--- config.mk ---
export PLATFORM = sky130hd
export DESIGN_NAME = counting_sort
export DESIGN_NICKNAME = d
export VERILOG_FILES = /design/src/rtl/core/csort_pkg.sv /design/src/rtl/core/counting_sort.sv
export SDC_FILE = /design/constraint.sdc
export NUM_CORES = 2
export LEC_CHECK = 0
export ABC_AREA = 1
export BUFFER_PORTS_ARGS = -buffer_cell sky130_fd_sc_hd__buf_2
export CAP_MARGIN = 0
export CORE_MARGIN = 1
export CORE_UTILIZATION = 25
export CTS_BUF_LIST = sky130_fd_sc_hd__clkbuf_8 sky130_fd_sc_hd__clkbuf_16
export DETAILED_ROUTE_END_ITERATION = 10
export PLACE_DENSITY = 0.37
export SLEW_MARGIN = 15
export SYNTH_ARGS = -nofsm -noshare
export SYNTH_HDL_FRONTEND = slang
export SYNTH_SLANG_ARGS = --single-unit
--- constraint.sdc ---
create_clock -name clock -period 22.8 [get_ports clock]
set_input_delay 1.14 -clock clock [delete_from_list [all_inputs] [get_ports clock]]
set_output_delay 1.14 -clock clock [all_outputs]
set_load 0.01 [all_outputs]
--- src/rtl/core/csort_pkg.sv ---
`timescale 1ns / 1ps
`default_nettype none

package csort_pkg;

   // Key field width on the stream and the internal key range.
   localparam int KEY_W     = 8;
   localparam int KEY_BITS  = 8;
   localparam int MAX_ITEMS = 64;
   localparam int KEY_RANGE = 1 << KEY_BITS;

   // A counter holds up to MAX_ITEMS inclusive.
   localparam int CNT_BITS  = $clog2(MAX_ITEMS + 1);

   typedef logic [KEY_W-1:0]    key_type;
   typedef logic [KEY_BITS-1:0] addr_type;
   typedef logic [CNT_BITS-1:0] cnt_type;

endpackage : csort_pkg

`default_nettype wire

--- src/rtl/core/counting_sort.sv ---
`timescale 1ns / 1ps
`default_nettype none

// Channel | Dir | tdata bits (low first)   | tlast          | tuser
// --------+-----+--------------------------+----------------+---------------
// req_    | in  | [7:0] key                | is_last        | -
// rsp_    | out | [7:0] sorted_key         | last_out       | dropped
//
// Load: per key, S_IDLE reads and S_INC writes back the count (no key in S_INC).
// Drain: S_WALK reads key slot zero, then S_CHK steps over each empty key slot
//   and S_EMIT hands out the results of each held key in turn; the walk stops
//   at the largest key held.
// Reset: a clearing pass over all 2^KEY_BITS slots (256) zeroes the count
//   memory while req_tready stays low.
// Stalls: rsp_tready low holds the result register and the walk.
// No key is taken while a set drains.

module counting_sort (
   input  wire                 clock,
   input  wire                 reset,
   input  wire                 req_tvalid,
   output logic                req_tready,
   input  csort_pkg::key_type  req_tdata,   // [7:0] key
   input  wire                 req_tlast,   // is_last
   output logic                rsp_tvalid,
   input  wire                 rsp_tready,
   output csort_pkg::key_type  rsp_tdata,   // [7:0] sorted_key
   output logic                rsp_tlast,   // last_out
   output logic                rsp_tuser    // [0] dropped
);
   import csort_pkg::*;

   typedef enum logic [2:0] {
      S_CLR,    // zero the count memory after reset
      S_IDLE,   // take a key, issue the count read
      S_INC,    // write the count back plus one, unless the key drops
      S_WALK,   // issue the read of key slot zero
      S_CHK,    // look at one count; if nonzero, clear it and start emitting
      S_EMIT    // hand out one key per transaction
   } state_type;

   state_type state_ff;

   // Count memory, one read and one write port, registered read data.
   cnt_type  key_counts_mem [KEY_RANGE];
   cnt_type  rdata_ff;
   logic     mem_we;
   addr_type mem_waddr;
   cnt_type  mem_wdata;
   addr_type rd_addr;

   addr_type walk_ff;
   addr_type key_ff;
   logic     last_ff;
   logic     cnt_ok_ff;
   cnt_type  items_ff;
   logic     ovf_ff;
   cnt_type  emitted_ff;
   cnt_type  left_ff;
   logic     rsp_tvalid_ff;
   key_type  rsp_key_ff;
   logic     rsp_last_ff;
   logic     rsp_drop_ff;

   addr_type req_addr;
   logic     key_oor;
   logic     count_it;
   cnt_type  emitted_nx;

   assign req_addr   = KEY_BITS'(req_tdata);
   // Keys beyond the key range exist only when KEY_BITS is below the field width.
   assign key_oor    = (KEY_BITS < KEY_W) && ((req_tdata >> KEY_BITS) != '0);
   assign count_it   = !key_oor && (items_ff < CNT_BITS'(MAX_ITEMS));
   assign emitted_nx = CNT_BITS'(emitted_ff + 1'b1);

   assign req_tready = (state_ff == S_IDLE);
   assign rsp_tvalid = rsp_tvalid_ff;
   assign rsp_tdata  = rsp_key_ff;
   assign rsp_tlast  = rsp_last_ff;
   assign rsp_tuser  = rsp_drop_ff;

   // Memory port control. A read that meets a write to the same slot returns
   // the old count; no such read data is ever used.
   always_comb begin
      mem_we    = 1'b0;
      mem_waddr = walk_ff;
      mem_wdata = '0;
      rd_addr   = walk_ff;
      case (state_ff)
         S_CLR: begin
            mem_we = 1'b1;
         end
         S_IDLE: begin
            rd_addr = req_addr;
         end
         S_INC: begin
            mem_we    = cnt_ok_ff;
            mem_waddr = key_ff;
            mem_wdata = CNT_BITS'(rdata_ff + 1'b1);
         end
         S_CHK: begin
            if (rdata_ff != '0) begin
               mem_we = 1'b1;   // clear the slot as it drains
            end else begin
               rd_addr = KEY_BITS'(walk_ff + 1'b1);
            end
         end
         S_EMIT: begin
            rd_addr = KEY_BITS'(walk_ff + 1'b1);
         end
         default: begin
            rd_addr = walk_ff;
         end
      endcase
   end

   always_ff @(posedge clock) begin
      if (mem_we) begin
         key_counts_mem[mem_waddr] <= mem_wdata;
      end
      rdata_ff <= key_counts_mem[rd_addr];
   end

   always_ff @(posedge clock) begin
      if (reset) begin
         state_ff      <= S_CLR;
         walk_ff       <= '0;
         items_ff      <= '0;
         ovf_ff        <= 1'b0;
         emitted_ff    <= '0;
         left_ff       <= '0;
         rsp_tvalid_ff <= 1'b0;
      end else begin
         case (state_ff)
            S_CLR: begin
               walk_ff <= KEY_BITS'(walk_ff + 1'b1);
               if (&walk_ff) begin
                  state_ff <= S_IDLE;
               end
            end
            S_IDLE: begin
               if (req_tvalid) begin
                  key_ff    <= req_addr;
                  last_ff   <= req_tlast;
                  cnt_ok_ff <= count_it;
                  state_ff  <= S_INC;
               end
            end
            S_INC: begin
               if (cnt_ok_ff) begin
                  items_ff <= CNT_BITS'(items_ff + 1'b1);
               end else begin
                  ovf_ff <= 1'b1;
               end
               if (!last_ff) begin
                  state_ff <= S_IDLE;
               end else if (items_ff == '0 && !cnt_ok_ff) begin
                  // empty set: nothing to emit, drop the overflow mark
                  ovf_ff   <= 1'b0;
                  state_ff <= S_IDLE;
               end else begin
                  walk_ff    <= '0;
                  emitted_ff <= '0;
                  state_ff   <= S_WALK;
               end
            end
            S_WALK: begin
               state_ff <= S_CHK;
            end
            S_CHK: begin
               if (rdata_ff != '0) begin
                  rsp_tvalid_ff <= 1'b1;
                  rsp_key_ff    <= KEY_W'(walk_ff);
                  rsp_last_ff   <= (emitted_nx == items_ff);
                  rsp_drop_ff   <= ovf_ff;
                  left_ff       <= CNT_BITS'(rdata_ff - 1'b1);
                  emitted_ff    <= emitted_nx;
                  state_ff      <= S_EMIT;
               end else begin
                  walk_ff <= KEY_BITS'(walk_ff + 1'b1);
               end
            end
            S_EMIT: begin
               if (rsp_tready) begin
                  if (rsp_last_ff) begin
                     // set done: slots past the walk are already zero
                     rsp_tvalid_ff <= 1'b0;
                     items_ff      <= '0;
                     ovf_ff        <= 1'b0;
                     state_ff      <= S_IDLE;
                  end else if (left_ff != '0) begin
                     rsp_last_ff <= (emitted_nx == items_ff);
                     left_ff     <= CNT_BITS'(left_ff - 1'b1);
                     emitted_ff  <= emitted_nx;
                  end else begin
                     // advance to the next slot; its read is in flight
                     rsp_tvalid_ff <= 1'b0;
                     walk_ff       <= KEY_BITS'(walk_ff + 1'b1);
                     state_ff      <= S_CHK;
                  end
               end
            end
            default: begin
               state_ff <= S_IDLE;
            end
         endcase
      end
   end

endmodule : counting_sort

`default_nettype wire

---- After elaboration in Yosys (flattened, before gate mapping) ----
Memory sizes are Yosys's and may differ from the RTL's. A register that Yosys moved wholly into a read port is not among the register bits.
Cells that the tools add are included.
word-level totals
  input port bits ......................... 13
  bits in writable memories ............... 1792
  logic and storage cells ................. 116
  output and inout bits ................... 12
  register bits ........................... 54
  memories kept ........................... 1
memories
  name            words  width  read ports  clocked after memory_dff  write ports  RTL line             RTL
  key_counts_mem  256    7      1           1                         1            counting_sort.sv:45  cnt_type key_counts_mem [KEY_RANGE];
cells by class
  reduce and logical (&&, ||, !) cells .... 21
  magnitude comparators ................... 1
  add/subtract/negate cells ............... 6
  bitwise logic cells ..................... 1
  eq/ne operators ......................... 18
  muxes and demuxes ....................... 55
operators by type and width
  kind                                                                 number
  7-bit 2-to-1 mux                                                     14
  8-bit 2-to-1 mux                                                     7
  8-bit case mux with 4 select lines                                   1
  7-bit case mux with 2 select lines                                   2
  8-bit case mux with 3 select lines                                   1
  2-bit != test (second input constant)                                11
  7-bit by 1-bit adder with 7-bit output (second input constant)       3
  7-bit case mux with 3 select lines                                   1
  3-bit 2-to-1 mux                                                     6
  3-bit case mux with 6 select lines                                   1
  1-bit 2-to-1 mux                                                     16
  7-bit nonzero test                                                   2
  7-bit by 1-bit subtractor with 7-bit output (second input constant)  2
  4-bit AND reduction                                                  3
  5-bit AND reduction                                                  2
  3-bit AND reduction                                                  3
  8-bit by 1-bit adder with 8-bit output (second input constant)       1
  8-bit AND reduction                                                  1
  7-bit == test                                                        1
  7-bit logical NOT                                                    1
  7-bit < comparator (second input constant)                           1
  7-bit AND reduction                                                  1
  3-bit by 2-bit == test with 1-bit output (second input constant)     2
  3-bit == test (second input constant)                                2
  13 further kinds                                                     17

---- Depth between registers and ports, before layout ----
  depth after elaboration ................. 6
  depth in mapped cells ................... 22
  mapped depth without buffers ............ 20

---- Worst setup path after synthesis ----
OpenSTA, ideal clock, no wires.
  path kind ............................... register to register
  start ................................... reg state_ff[2]
  end ..................................... mem key_counts_mem[0][6] in the netlist's numbering, data pin
  path slack .............................. 9901 ps
  stages on the path, launching flop included .. 8
  arrival time ............................ 10800 ps
  required time ........................... 20700 ps
  buffers on the path ..................... 2
  cells stage by stage .................... dfxtp_1 -> nor2_2 -> inv_2 -> nor2_4 -> inv_2 -> buf_2 -> buf_2 -> nor3_1
on the way
  cells in the longest elaborated chain, start to end .. 2
RTL lines
  what                                      RTL line              RTL
  start, declared                           counting_sort.sv:42   state_type state_ff;
  start signal, assigned                    counting_sort.sv:126  state_ff <= S_CLR;
  start signal, assigned                    counting_sort.sv:138  state_ff <= S_IDLE;
  start signal, assigned                    counting_sort.sv:146  state_ff <= S_INC;
  3-bit by 2-bit == test with 1-bit output  counting_sort.sv:89   case (state_ff)
  7-bit 2-to-1 mux                          counting_sort.sv:89
  named net mem_wdata[6]                    counting_sort.sv:49   cnt_type mem_wdata;
  end, declared                             counting_sort.sv:45
The timed path passes the listed nets, and every way through them passes these cells.

---- Final worst setup path ----
  start ................................... reg rdata_ff[0], read port of key_counts_mem
  end ..................................... reg rdata_ff[2], read port of key_counts_mem
on the way
  cells in the longest elaborated chain, start to end .. 3
RTL lines
  what                                RTL line              RTL
  start, declared                     counting_sort.sv:46   cnt_type rdata_ff;
  7-bit nonzero test                  counting_sort.sv:102  if (rdata_ff != '0) begin
  8-bit 2-to-1 mux                    counting_sort.sv:102
  8-bit case mux with 3 select lines  counting_sort.sv:89
Every way passes these cells.
A chain may end at the register's enable or synchronous reset.

==> metrics.txt <==
slowest stage delay, CP=0.81 ns; TritonCTS Buffers=216; Max Fclk=0.137 GHz; Final Util=0.285; Worst Hold Slack=0.439 ns; GRT Residual Overflow=0; synthesis-stage register bit count=1853; largest net degree at the start of global routing=156; # rows=209; CTS Sinks=1853; Max Slew Vio Count=0; fin crit period=7.29 ns; ys flop type=edfxtp_1; kind of start point of the critical path=flop; Placement Setup Slack=15.28 ns; Routed Antenna Nets=0; Die H=574 um; crit end category=flop; CP max FO=84; normalized max-slew margin=0.223; Comb pwr share=0.482; worst-margin pin slew=1.17 ns; DIE WIDTH=574 um; Core Box Area=325000 um^2; CTS tree=done; asr flop ratio synth=0; first-pass GRT wire length=401 mm; Synth cell types=45; Max Root-Sink Buffers=4; # port buffers=24; endpoints failing setup=0; DRT Pass-1 Iters=7; synthesized area=81700 um^2; Data required, critical path=23.56 ns; pwr dens=149 nW/um^2; DR iter-0 viols=4283; Max Cap Viol=0; Hold/Removal Path Class=input pin to flop; Reg clk slew, reported paths=0.06 ns; Cell Int Power=0.00725 W; DRC Markers=0; vias per std cell=4.59; num ports=25; register area share after synthesis=0.676; via count=54500; critical path's most frequent cell=nand3_1; clk_skew=0.0588 ns; met2 Resource Use GR=0.265; Layout area overhead=13.4%; status=completed; Final Hold Fails=0; setup TNS=0 ns; detailed placement HPWL=154 mm; EDFF count, synth=1812; P_leak=34.3 nW; Syn Area/Cell=10.8 um^2; met1 GRT Util=0.229; Max IR drop VDD=0.155 mV; crit-path cells=inv_1 -> ha_1 -> inv_1 -> nor2_1 -> nand3_1 -> nand2_1 -> nand3_1 -> nand2_8 -> nand2_8 -> buf_4 -> buf_4 -> buf_4 -> buf_4 -> nand2_1 -> nand3_1 -> nand3_1 -> nand3_1 -> nand3_1 -> nand3_1 -> nand3_1 -> nand3_1 -> nand2_1; setup bufs post-CTS=0; Sw Pwr=0.00657 W; Synth Instances=7534; Setup CP Type=flop to flop; final worst setup slack=15.51 ns; Post-CTS Resized=0; RSZ-0062 raised after global routing=false; Seq pwr share=0.278; Starting Density=0.252; CTS root buffer=clkbuf_16; Crit-path slowest cell=buf_4; hold buffers post-CTS=0; die area=329000 um^2; antenna violations before repair=16; Most Used Layer, Global Route=met2; Clk pwr share=0.240; share of cells above drive strength 1=0.0595; Final Routed Wirelength=278 mm; worst endpoint data arrival time=8.05 ns; Worst-Skew Late Latency=0.89 ns; syn nets=7554; H-tree levels=4; Ys Warns=0; sw frac=0.475; final net count=7406; global placer's final weighted congestion=0.777; met3 usage=0.0264; crit share post-route=0.320; total track usage=0.165; number of global-route vias before repair=54200; routed len/inst=23.4 um
## cell families (layout without fill, tap and decap cells)
group                      Yosys count  after routing  share of synthesized area
other                                0              2                          0
DFF                               1853           1853                      0.676
xor gates and xnor gates            11             11                    0.00118
adders and majority gates            7              7                    0.00107
and+or+nand+nor                   4048           4048                      0.235
muxes                                1              1                   0.000122
buffers and inverters             1407           1421                     0.0697
AOI/OAI and AO/OA                  207            207                     0.0169
## metal layers
metal | vias to the layer above | part of all wire
li1 | 25600 | -
met1 | 27300 | 0.46
met2 | 1228 | 0.45
met3 | 399 | 0.050
met4 | 6 | 0.032
met5 | - | 0.00012
## power groups by stage
| stage | Sequential (W) | Combinational, W | Clock [W] |
|---|---|---|---|
| after floorplan | 0.00391 | 0.00415 | 0 |
| after global placement | 0.00392 | 0.00678 | 0 |
| after detailed placement | 0.00392 | 0.00676 | 0 |
| after CTS | 0.00384 | 0.00677 | 0.00340 |
| after global routing | 0.00385 | 0.00727 | 0.00352 |
| final | 0.00384 | 0.00666 | 0.00332 |
## path summary, 6_finish.rpt
path / start / to / slack (ns) / depth (start not counted)
setup / recovery: rdata_ff[0] / rdata_ff[2] / 15.51 / 22
hold / removal: req_tlast / last_ff / 0.44 / 1
setup reg to reg: rdata_ff[0] / rdata_ff[2] / 15.51 / 22
hold reg to reg: ovf_ff / rsp_tuser / 0.48 / 0
## registers in the layout, summed over array words and instances, names as in the netlist
signal	flops
cnt_ok_ff	1
left_ff	7
key_ff	8
rsp_tvalid	1
emitted_ff	7
rsp_tdata	8
ovf_ff	1
items_ff	7
rsp_tlast	1
rsp_tuser	1
walk_ff	8
key_counts_mem	1792
last_ff	1
rdata_ff	7
state_ff	3
## layout by cell type (no fill, tap or decap), types with 5 or more instances in the layout
cell type	Yosys	routed
o211ai_1	102	102
nand3_1	1587	1585
bufinv_16	0	14
nand2_1	1586	1578
clkinv_2	0	27
clkbuf_16	0	220
o21ai_0	39	39
nor3_1	11	8
o21a_1	5	5
a21oi_1	34	32
ha_1	7	7
xor2_1	8	8
nor4_1	5	5
buf_4	9	91
nand4_1	11	11
dfxtp_1	41	41
nor2_1	320	318
inv_1	898	957
buf_12	0	11
clkinv_1	1	51
nand2_2	5	5
nor2_4	4	6
buf_2	286	24
nand3b_1	511	511
inv_2	15	13
a22oi_1	5	5
edfxtp_1	1812	1812
## stage by stage
stage,cells,power (W),area (um^2)
final,11900,0.0138,92700
after global routing,11900,0.0146,92700
after CTS,11900,0.0140,92700
after detailed placement,11500,0.0107,86100
after global placement,11500,0.0107,86100
after floorplan,7534,0.00805,81700
## layout make-up
cell class              instances  area [um^2]
diodes                          2         5.00
clock buffers                 222         5530
well taps                    4325         5410
fillers                     33800       232000
flip-flops and latches       1853        55200
clock inverters               158         1040
multi-input cells            4274        21000
inverters                     914         3450
repair buffers                127         1050
## cells in the mapped netlist (2+ instances only)
| cell type | number | share of area |
|---|---|---|
| edfxtp_1 | 1812 | 0.67 |
| nand3_1 | 1587 | 0.097 |
| nand2_1 | 1586 | 0.073 |
| inv_1 | 898 | 0.041 |
| nand3b_1 | 511 | 0.047 |
| nor2_1 | 320 | 0.015 |
| buf_2 | 286 | 0.018 |
| clkbuf_1 | 171 | 0.0079 |
| o211ai_1 | 102 | 0.0094 |
| dfxtp_1 | 41 | 0.010 |
| o21ai_0 | 39 | 0.0024 |
| a21oi_1 | 34 | 0.0021 |
| buf_1 | 24 | 0.0011 |
| inv_2 | 15 | 0.00069 |
| nand4_1 | 11 | 0.00084 |
| nor3_1 | 11 | 0.00067 |
| buf_4 | 9 | 0.00083 |
| xor2_1 | 8 | 0.00086 |
| ha_1 | 7 | 0.0011 |
| a22oi_1 | 5 | 0.00046 |
| nand2_2 | 5 | 0.00038 |
| nor4_1 | 5 | 0.00038 |
| o21a_1 | 5 | 0.00046 |
| nor2_4 | 4 | 0.00055 |
| o22ai_1 | 4 | 0.00031 |
| a211oi_1 | 3 | 0.00028 |
| buf_6 | 3 | 0.00041 |
| nor3b_1 | 3 | 0.00028 |
| o21ai_1 | 3 | 0.00018 |
| xnor2_1 | 3 | 0.00032 |
| a221oi_1 | 2 | 0.00021 |
| nor2_2 | 2 | 0.00015 |
| o21ai_2 | 2 | 0.00021 |
| o41ai_1 | 2 | 0.00021 |
## critical path, delay by kind of cell (launching register included)
family | cells | cell delay (ns)
adder cells (fa/ha/maj) | 1 | 0.21
AND/OR/NAND/NOR | 15 | 3.09
flip-flops | 1 | 0.51
buffers and inverters | 6 | 3.13
Note: power is estimated with default switching activity, not from simulation.
